==> src/design/arpc_ram.sv <==
`default_nettype none

module arpc_ram #(
  parameter  int WIDTH  = 8,
  parameter  int DEPTH  = 16,
  localparam int ADDR_W = $clog2(DEPTH)
) (
  input  wire logic              clk,
  input  wire logic              we,
  input  wire logic [ADDR_W-1:0] waddr,
  input  wire logic [WIDTH-1:0]  wdata,
  input  wire logic [ADDR_W-1:0] raddr,
  output logic      [WIDTH-1:0]  rdata
);

  logic [WIDTH-1:0] mem [DEPTH];

  // One write port and one read port with registered read data.
  always_ff @(posedge clk) begin
    if (we) begin
      mem[waddr] <= wdata;
    end
    rdata <= mem[raddr];
  end

endmodule

`default_nettype wire

==> config.mk <==
export PLATFORM = sky130hd
export DESIGN_NAME = arpc_ram
export DESIGN_NICKNAME = d
export VERILOG_FILES = /design/src/design/arpc_ram.sv
export SDC_FILE = /design/constraint.sdc
export NUM_CORES = 1
export LEC_CHECK = 0
export ABC_AREA = 0
export BUFFER_PORTS_ARGS = -buffer_cell sky130_fd_sc_hd__buf_2
export CAP_MARGIN = 20
export CORE_ASPECT_RATIO = 2
export CORE_MARGIN = 2
export CORE_UTILIZATION = 60
export DETAILED_ROUTE_END_ITERATION = 16
export PLACE_DENSITY = 0.88
export RECOVER_POWER = 50
export SYNTH_ARGS = -nofsm -noshare
export SYNTH_HDL_FRONTEND = slang
export SYNTH_SLANG_ARGS = --single-unit
export TNS_END_PERCENT = 50
==> constraint.sdc <==
create_clock -name clk -period 2.69 [get_ports clk]
set_input_delay 0.538 -clock clk [delete_from_list [all_inputs] [get_ports clk]]
set_output_delay 0.538 -clock clk [all_outputs]
set_load 0.02 [all_outputs]
==> flow_summary.ini, run 1 <==
[routing]
dr.pass1.iters = 4
wl_met2_um = 5760
wl_met1_um = 3530
drcViolationCount = 0
viasPerCell = 6.35
top_layer_used = met4
drt_iter0_drc = 193
vias = 2490
wl_um = 10300
met3WireLength_um = 645
wire_per_inst_um = 26.2
drtAntennaViolNets = 0

[sta]
clock.fmax_ghz = 0.524
slew_viol_final = 0
rsz0062_at_grt = false
fin_crit_sh_pct = 71.0
finClkSkew_ns = 0.0126
setup-tns-final_ns = 0
setup_viol = 0
period_minus_slack_ns = 1.91
max-slew-margin-rel_pct = 36.3
worst_pin_slew_ns = 0.952
hold_viol_final = 0

[finish]
num_antenna_cells = 0
num-nets-final = 299
final_common_cell = edfxtp_1
n_fill_cell = 452
register_area_mm2 = 0.00400
mostFrequentLayoutCells = 128 x edfxtp_1, 18 x mux4_2, 17 x clkbuf_16
area_growth_pct = 17.5
multi_input_area_mm2 = 0.00106
drive_gt1_share_pct = 26.5
post-route-cell-area_mm2 = 0.00605

[cts]
htreeDepth = 4
clk_latency_ns = 0.42
cts_hold_buffers = 0
path_clk_slew_ns = 0.05
cts_inserted_buffers = 17
root_buffer = clkbuf_16
cts_resized = 0
clock-sinks = 136
clock_path_buffers = 2
post-cts-setup-buffers = 0
cts_tree = yes

[grt]
grt_first_pass_wirelength_um = 15800
grt_pass1_vias = 2632
overflow = 0
grt_usage_pct = 24.6
grt_antenna_before_repair = 0
grt_max_degree = 33

[synthesis]
synth_seq_cells = 136
syn_inst = 229
ys_seq_area_share_pct = 77.8
syn-num-nets = 247
syn-cell-area_mm2 = 0.00515
syn_avg_cell_area_um2 = 22.5
synth.distinct_cells = 19
yosys_warnings = 0

[pwr]
p_leak_nw = 2.06
powerDensity_mw_per_mm2 = 824
peakVddDrop_v = 0.000784

[floorplan]
die-area_mm2 = 0.00938
die_w_um = 69.5
rows = 47
pin_count = 26
die_h_um = 135
start_util_pct = 62.1
coreArea_mm2 = 0.00829

[flow_run]
drv_cap = 0

[setup_path]
reg2reg_depth = 3
r2r_slack_ns = 1.26
critPathLaunch = we
r2r-end = rdata[1]
required_ns = 2.72
path_class = in -> reg
cp-end-kind = register
reg2reg_from = mem[0][1]
critPathArrivalTime_ns = 1.94
endpoint = mem[1][6]
cp-start-kind = primary input
cp_max_fo = 8

[placed_design]
io_buffers = 25
gp_congestion = 0.765
placed_area_mm2 = 0.00546
post-dp-hpwl_um = 6370

[hold_path]
worstHoldPathType = in -> reg

[outcome]
status = finished clean
-- per-layer routing --
layer  vias to the layer above  global-route usage, %
li1                       1076                      -
met1                      1259                   28.6
met2                       129                   41.1
met3                        26                   7.24
met4                         0                   13.4
met5                         -                      0
-- Yosys cell counts --
cell type          n  area (um^2)
clkdlybuf4s25_2    3         30.0
nor3_1             4         20.0
and2_1             1         6.26
edfxtp_1         128         3840
nand3b_1           2         15.0
nand2b_1           2         12.5
nor2b_1            1         6.26
buf_4              1         7.51
nor2_1            13         48.8
a22oi_1           16          120
mux4_2            18          405
dfxtp_1            8          160
nand2_1            9         33.8
buf_2              3         15.0
mux4_1            14          368
or3b_2             1         8.76
nand3_1            1         5.00
buf_6              3         33.8
and2b_1            1         7.51
-- how the worst min path moves through the flow --
stage	startpoint	endpoint	slack, ns	cells after the start
detailed placement	mem[12][1]	rdata[1]	0.67	3
finish	waddr[0]	mem[0][0]	0.53	2
CTS	wdata[6]	mem[6][6]	0.50	1
global placement	mem[11][4]	rdata[4]	0.65	3
floorplan	mem[7][0]	rdata[0]	0.63	3
global route	waddr[0]	mem[0][0]	0.53	2
-- worst max-delay path, cell delays in order --
cell	delay [ns]
clkbuf_1	0.15
or3b_2	0.51
nor2_1	0.74
-- cell type report --
cell class,instances,share of cell area [%]
Tap cell,98,2.03
Timing Repair Buffer,43,4.26
Clock inverter,8,2.42
Multi-Input combinational cell,83,17.5
Sequential cell,136,66.2
Clock buffer,24,7.63
-- state kept, by name (all words and copies together), names as in the netlist --
signal and cells:
rdata 8, mem 128
-- through the flow --
step | utilization, % | total power, mW | hold slack (ns) | std cells | worst slack [ns]
4_1_cts | 73.1 | 5.01 | 0.498 | 392 | 0.846
2_1_floorplan | - | 2.56 | 0.629 | 229 | 0.659
5_1_grt | 73.0 | 5.13 | 0.529 | 392 | 0.732
3_3_place_gp | 65.8 | 2.65 | 0.654 | 360 | 0.516
6_report | 73.0 | 4.98 | 0.528 | 392 | 0.780
3_5_place_dp | 65.8 | 2.66 | 0.674 | 360 | 0.458
-- where the power goes --
| part | total [mW] | internal [mW] | switching, mW |
|---|---|---|---|
| Sequential | 2.39 | 2.37 | 0.0147 |
| Clock | 2.36 | 1.57 | 0.792 |
| Combinational | 0.232 | 0.0919 | 0.140 |
| Total | 4.98 | 4.04 | 0.947 |
-- cells by family after synthesis --
logic type | count (synthesis) | synth area share, %
AOI/OAI and AO/OA | 16 | 2.33
buffers and inverters | 10 | 1.68
DFF | 136 | 77.8
muxes | 32 | 15.0
and+or+nand+nor | 35 | 3.18
Power figures use the tool's default switching activity.
==> inputs of run 2 (changes only) <==
clock period = 2 ns   (was 2.69 ns; I/O delays follow)
==> run 2 against run 1 <==
  * Final cell count up 1.0%
  * Via count grew 0.32%
  * Die area did not move
  * Critical path depth up 2
  * Cell area is 1.1% higher
  * Highest routed layer unchanged
==> flow_summary.ini, run 2 (synthesized netlist as in run 1, its figures left out) <==
[pwr]
pwr-share-comb_pct = 4.6
powerDensity_mw_per_mm2 = 1120
p_int_mw = 5.58
p_sw_mw = 1.28
p_leak_nw = 2.09
pwr-share-seq_pct = 46.7
switching_share_pct = 18.6
pwr-share-clk_pct = 48.7
peakVddDrop_v = 0.00114

[floorplan]
die_h_um = 135
start_util_pct = 62.1
pin_count = 26
coreArea_mm2 = 0.00829
die_w_um = 69.5
die-area_mm2 = 0.00938
rows = 47

[hold_path]
worstHoldPathType = in -> reg
worstHoldPathCells = 1
hold_end = mem[1][3]
worst_hold_startpoint = wdata[3]

[sta]
worst_pin_slew_ns = 0.831
setup-tns-final_ns = 0
finClkSkew_ns = 0.0164
fin_crit_sh_pct = 71.5
rsz0062_at_grt = false
hold_viol_final = 0
max-slew-margin-rel_pct = 44.6
period_minus_slack_ns = 1.43
clock.fmax_ghz = 0.699
slew_viol_final = 0
setup_viol = 0

[setup_path]
critPathMaxStageDelay_ns = 0.53
critPathArrivalTime_ns = 1.72
crit_path_cell_trace = buf_2 > buf_12 > mux4_2 > a22oi_1 > nand2_1
reg2reg_depth = 3
cp-end-kind = register
reg2reg_from = mem[0][6]
path_class = in -> reg
cp-start-kind = primary input
cp_max_fo = 32
required_ns = 2.29
r2r_slack_ns = 0.61
crit_slowest_cell = mux4_2
r2r-end = rdata[6]

[grt]
grt_first_pass_wirelength_um = 16000
grt_pass1_vias = 2724
grt_max_degree = 33
grt_antenna_before_repair = 0
grt_usage_pct = 24.9
overflow = 0

[cts]
post-cts-setup-buffers = 0
clock_path_buffers = 2
cts_hold_buffers = 0
cts_resized = 0
clk_latency_ns = 0.42
htreeDepth = 4
cts_inserted_buffers = 17
root_buffer = clkbuf_16
cts_tree = yes
path_clk_slew_ns = 0.06
clock-sinks = 136

[finish]
regMostFlops = mem
drive_gt1_share_pct = 27.2
largest_registers = mem (128), rdata (8)
area_growth_pct = 18.8
n_fill_cell = 449
num_antenna_cells = 0
largest_reg_flops = 128
num-nets-final = 303
register_area_mm2 = 0.00400
mostFrequentLayoutCells = 128 x edfxtp_1, 18 x mux4_2, 17 x clkbuf_16, 17 x buf_4
multi_input_area_mm2 = 0.00106
post-route-cell-area_mm2 = 0.00612
final_common_cell = edfxtp_1

[routing]
viasPerCell = 6.31
drt_iter0_drc = 249
wl_um = 10300
drtAntennaViolNets = 0
vias = 2498
drcViolationCount = 0
dr.pass1.iters = 5
wire_per_inst_um = 26.0

[placed_design]
gp_congestion = 0.843
placed_area_mm2 = 0.00550
post-dp-hpwl_um = 6470
io_buffers = 25

[outcome]
status = finished clean

[flow_run]
drv_cap = 0
==> run 2: cell types whose count changed in the layout (fill, tap and decap cells not counted), sizes merged <==
cell    before  now
buf         33   35
bufinv       4    5
clkbuf      34   35
==> run 2: worst max path at each step <==
stage / startpoint / endpoint / slack [ns] / depth (start not counted)
2_1_floorplan: waddr[2] / mem[0][0] / 0.11 / 2
3_3_place_gp: raddr[0] / rdata[1] / 0.20 / 5
3_5_place_dp: raddr[0] / rdata[1] / 0.17 / 5
4_1_cts: raddr[0] / rdata[1] / 0.61 / 5
5_1_grt: raddr[0] / rdata[6] / 0.51 / 5
6_report: raddr[0] / rdata[6] / 0.57 / 5
==> run 2: layer usage <==
metal / wire length, um / track usage [%]
met1: 3640 / 26.7
met2: 5960 / 43.8
met3: 520 / 7.84
met4: 193 / 12.2
met5: 0 / 0
==> run 2: power by group through the flow <==
stage | registers (mW) | clock network, mW | logic, mW
after floorplan | 3.28 | 0 | 0.162
final | 3.21 | 3.34 | 0.314
after CTS | 3.21 | 3.39 | 0.321
after global routing | 3.21 | 3.51 | 0.338
after detailed placement | 3.26 | 0 | 0.317
after global placement | 3.26 | 0 | 0.302
==> run 2: worst max-delay path: cells and delay by family <==
| kind | cells | cell delay [ns] |
|---|---|---|
| mux | 1 | 0.53 |
| buf+inv | 2 | 0.34 |
| simple gates | 1 | 0.12 |
| compound gates | 1 | 0.31 |
==> run 2: stage by stage <==
step | power [mW] | worst slack [ns] | util [%] | instances | hold WS [ns]
final | 6.86 | 0.570 | 73.8 | 396 | 0.491
after global routing | 7.06 | 0.508 | 73.8 | 396 | 0.543
after CTS | 6.92 | 0.613 | 74.0 | 396 | 0.353
after detailed placement | 3.58 | 0.175 | 66.3 | 364 | 0.682
after global placement | 3.56 | 0.195 | 66.3 | 364 | 0.650
after floorplan | 3.44 | 0.107 | - | 229 | 0.499
==> run 2: area by class of cell <==
class	instances	area share, %
Sequential cell	136	65.5
Multi-Input combinational cell	83	17.3
Clock buffer	23	7.65
Timing Repair Buffer	47	4.79
Clock inverter	9	2.80
Tap cell	98	2.00
==> inputs of run 3 (changes only) <==
CORE_UTILIZATION = 54   (was 60)
PLACE_DENSITY = 0.84   (was 0.88)
clock period = 1.2 ns   (was 2 ns; I/O delays follow)
==> run 3 against run 2 <==
  * The run now ends with setup timing left
  * First-iteration DRC count is 8.0% lower
  * Sequential cell count is the same
  * Combinational power grew 87%
  * Sequential power grew 67%
  * Register-to-register slack got worse by 0.71 ns
  * Highest routed layer unchanged
==> flow_summary.ini, run 3 (synthesized netlist as in run 1, its figures left out) <==
[outcome]
status = finished with violations
violations = setup timing

[cts]
root_buffer = clkbuf_16
htreeDepth = 4
clk_latency_ns = 0.41
path_clk_slew_ns = 0.06
cts_inserted_buffers = 17
cts_tree = yes
clock-sinks = 136
clock_path_buffers = 2

[routing]
drcViolationCount = 0
wire_per_inst_um = 24.6
drt_iter0_drc = 229
wl_um = 10100
viasPerCell = 6.10
drtAntennaViolNets = 0
dr.pass1.iters = 4
vias = 2501

[finish]
drive_gt1_share_pct = 38.6
largest_registers = mem (128), rdata (8)
post-route-cell-area_mm2 = 0.00626
final_core_util_pct = 67.2
largest_reg_flops = 128
num_antenna_cells = 0
n_fill_cell = 559
regMostFlops = mem
multi_input_area_mm2 = 0.00108
instances_no_fill = 410
area_growth_pct = 21.6
num-nets-final = 311
final_common_cell = edfxtp_1
register_area_mm2 = 0.00400
mostFrequentLayoutCells = 128 x edfxtp_1, 31 x mux4_2, 24 x buf_4

[setup_path]
r2r_slack_ns = -0.10
path_class = reg -> reg
cp-start-kind = register
endpoint = rdata[3]
critPathLaunch = mem[2][3]
cp-end-kind = register
reg2reg_from = mem[2][3]
r2r-end = rdata[3]
required_ns = 1.49
reg2reg_depth = 3
critPathArrivalTime_ns = 1.59
cp_max_fo = 1

[sta]
fin_crit_sh_pct = 108
setup_ws_ns = -0.101
max-slew-margin-rel_pct = 45.0
setup_viol = 8
period_minus_slack_ns = 1.30
setup-tns-final_ns = -0.510
clock.fmax_ghz = 0.769
hold_viol_final = 0
slew_viol_final = 0
rsz0062_at_grt = true
finClkSkew_ns = 0.00517
finalHoldWorstSlack_ns = 0.360
worst_pin_slew_ns = 0.823

[grt]
overflow = 0
grt_antenna_before_repair = 0
grt_max_degree = 25
grt_pass1_vias = 2731
grt_usage_pct = 22.1
grt_first_pass_wirelength_um = 15700

[placed_design]
gp_congestion = 0.775
post-dp-hpwl_um = 6820
place_ws_ns = -0.451
io_buffers = 25
dp_cells = 378
placed_area_mm2 = 0.00560

[pwr]
p_leak_nw = 2.12
fin_total_pwr_mw = 11.7
powerDensity_mw_per_mm2 = 1860
peakVddDrop_v = 0.00169

[floorplan]
die_h_um = 142
start_util_pct = 55.2
rows = 50
pin_count = 26
die_w_um = 73.0
die-area_mm2 = 0.0104
coreArea_mm2 = 0.00932

[flow_run]
drv_cap = 0

[hold_path]
worstHoldPathType = in -> reg
## run 3: cell types whose count changed in the layout (fill, tap and decap cells not counted), sizes merged
cell	delta
clkinvlp	-1
bufinv	+1
buf	+9
clkbuf	-6
clkinv	+5
## run 3: final cells by class
cell class / instances / share of cell area (%)
clock buffer: 18 / 6.86
tap: 104 / 2.08
sequential: 136 / 64.0
clock inverter: 14 / 3.66
timing repair buffer: 55 / 6.12
multi-input combinational: 83 / 17.3
## run 3: critical path, cell delays in order, from the launching register on
cell and delay [ns]:
edfxtp_1 0.39, mux4_2 0.49, a22oi_2 0.20, nand2_1 0.10
## run 3: routing by layer
| layer | share of wire, % | wire [um] | vias to the layer above | track usage (%) |
|---|---|---|---|---|
| met4 | 3.6 | 359 | 0 | 10.6 |
| met3 | 4.1 | 413 | 23 | 7.58 |
| li1 | - | - | 1091 | - |
| met1 | 37 | 3760 | 1300 | 25.6 |
| met2 | 55 | 5560 | 87 | 36.2 |
| met5 | 0 | 0 | - | 0 |
## run 3: report_power, final
group          switching [mW]  total, mW  internal, mW
logic                   0.338      0.587         0.249
registers              0.0313       5.35          5.31
clock network            1.86       5.73          3.88
total                    2.23       11.7          9.44
## run 3: how the worst min path moves through the flow
stage,start,end,slack [ns],cells after the start
after global placement,wdata[5],mem[6][5],0.63,1
final,wdata[4],mem[12][4],0.36,1
after floorplan,wdata[0],mem[0][0],0.34,0
after detailed placement,wdata[5],mem[6][5],0.64,1
after CTS,wdata[5],mem[14][5],0.20,1
after global routing,waddr[1],mem[4][0],0.37,3
## run 3: timing repair
action,in CTS,in global routing
resized for setup,5,3
pin swaps,6,0
hold buffers,0,0
buffers inserted,0,0
setup endpoints to repair,8,8
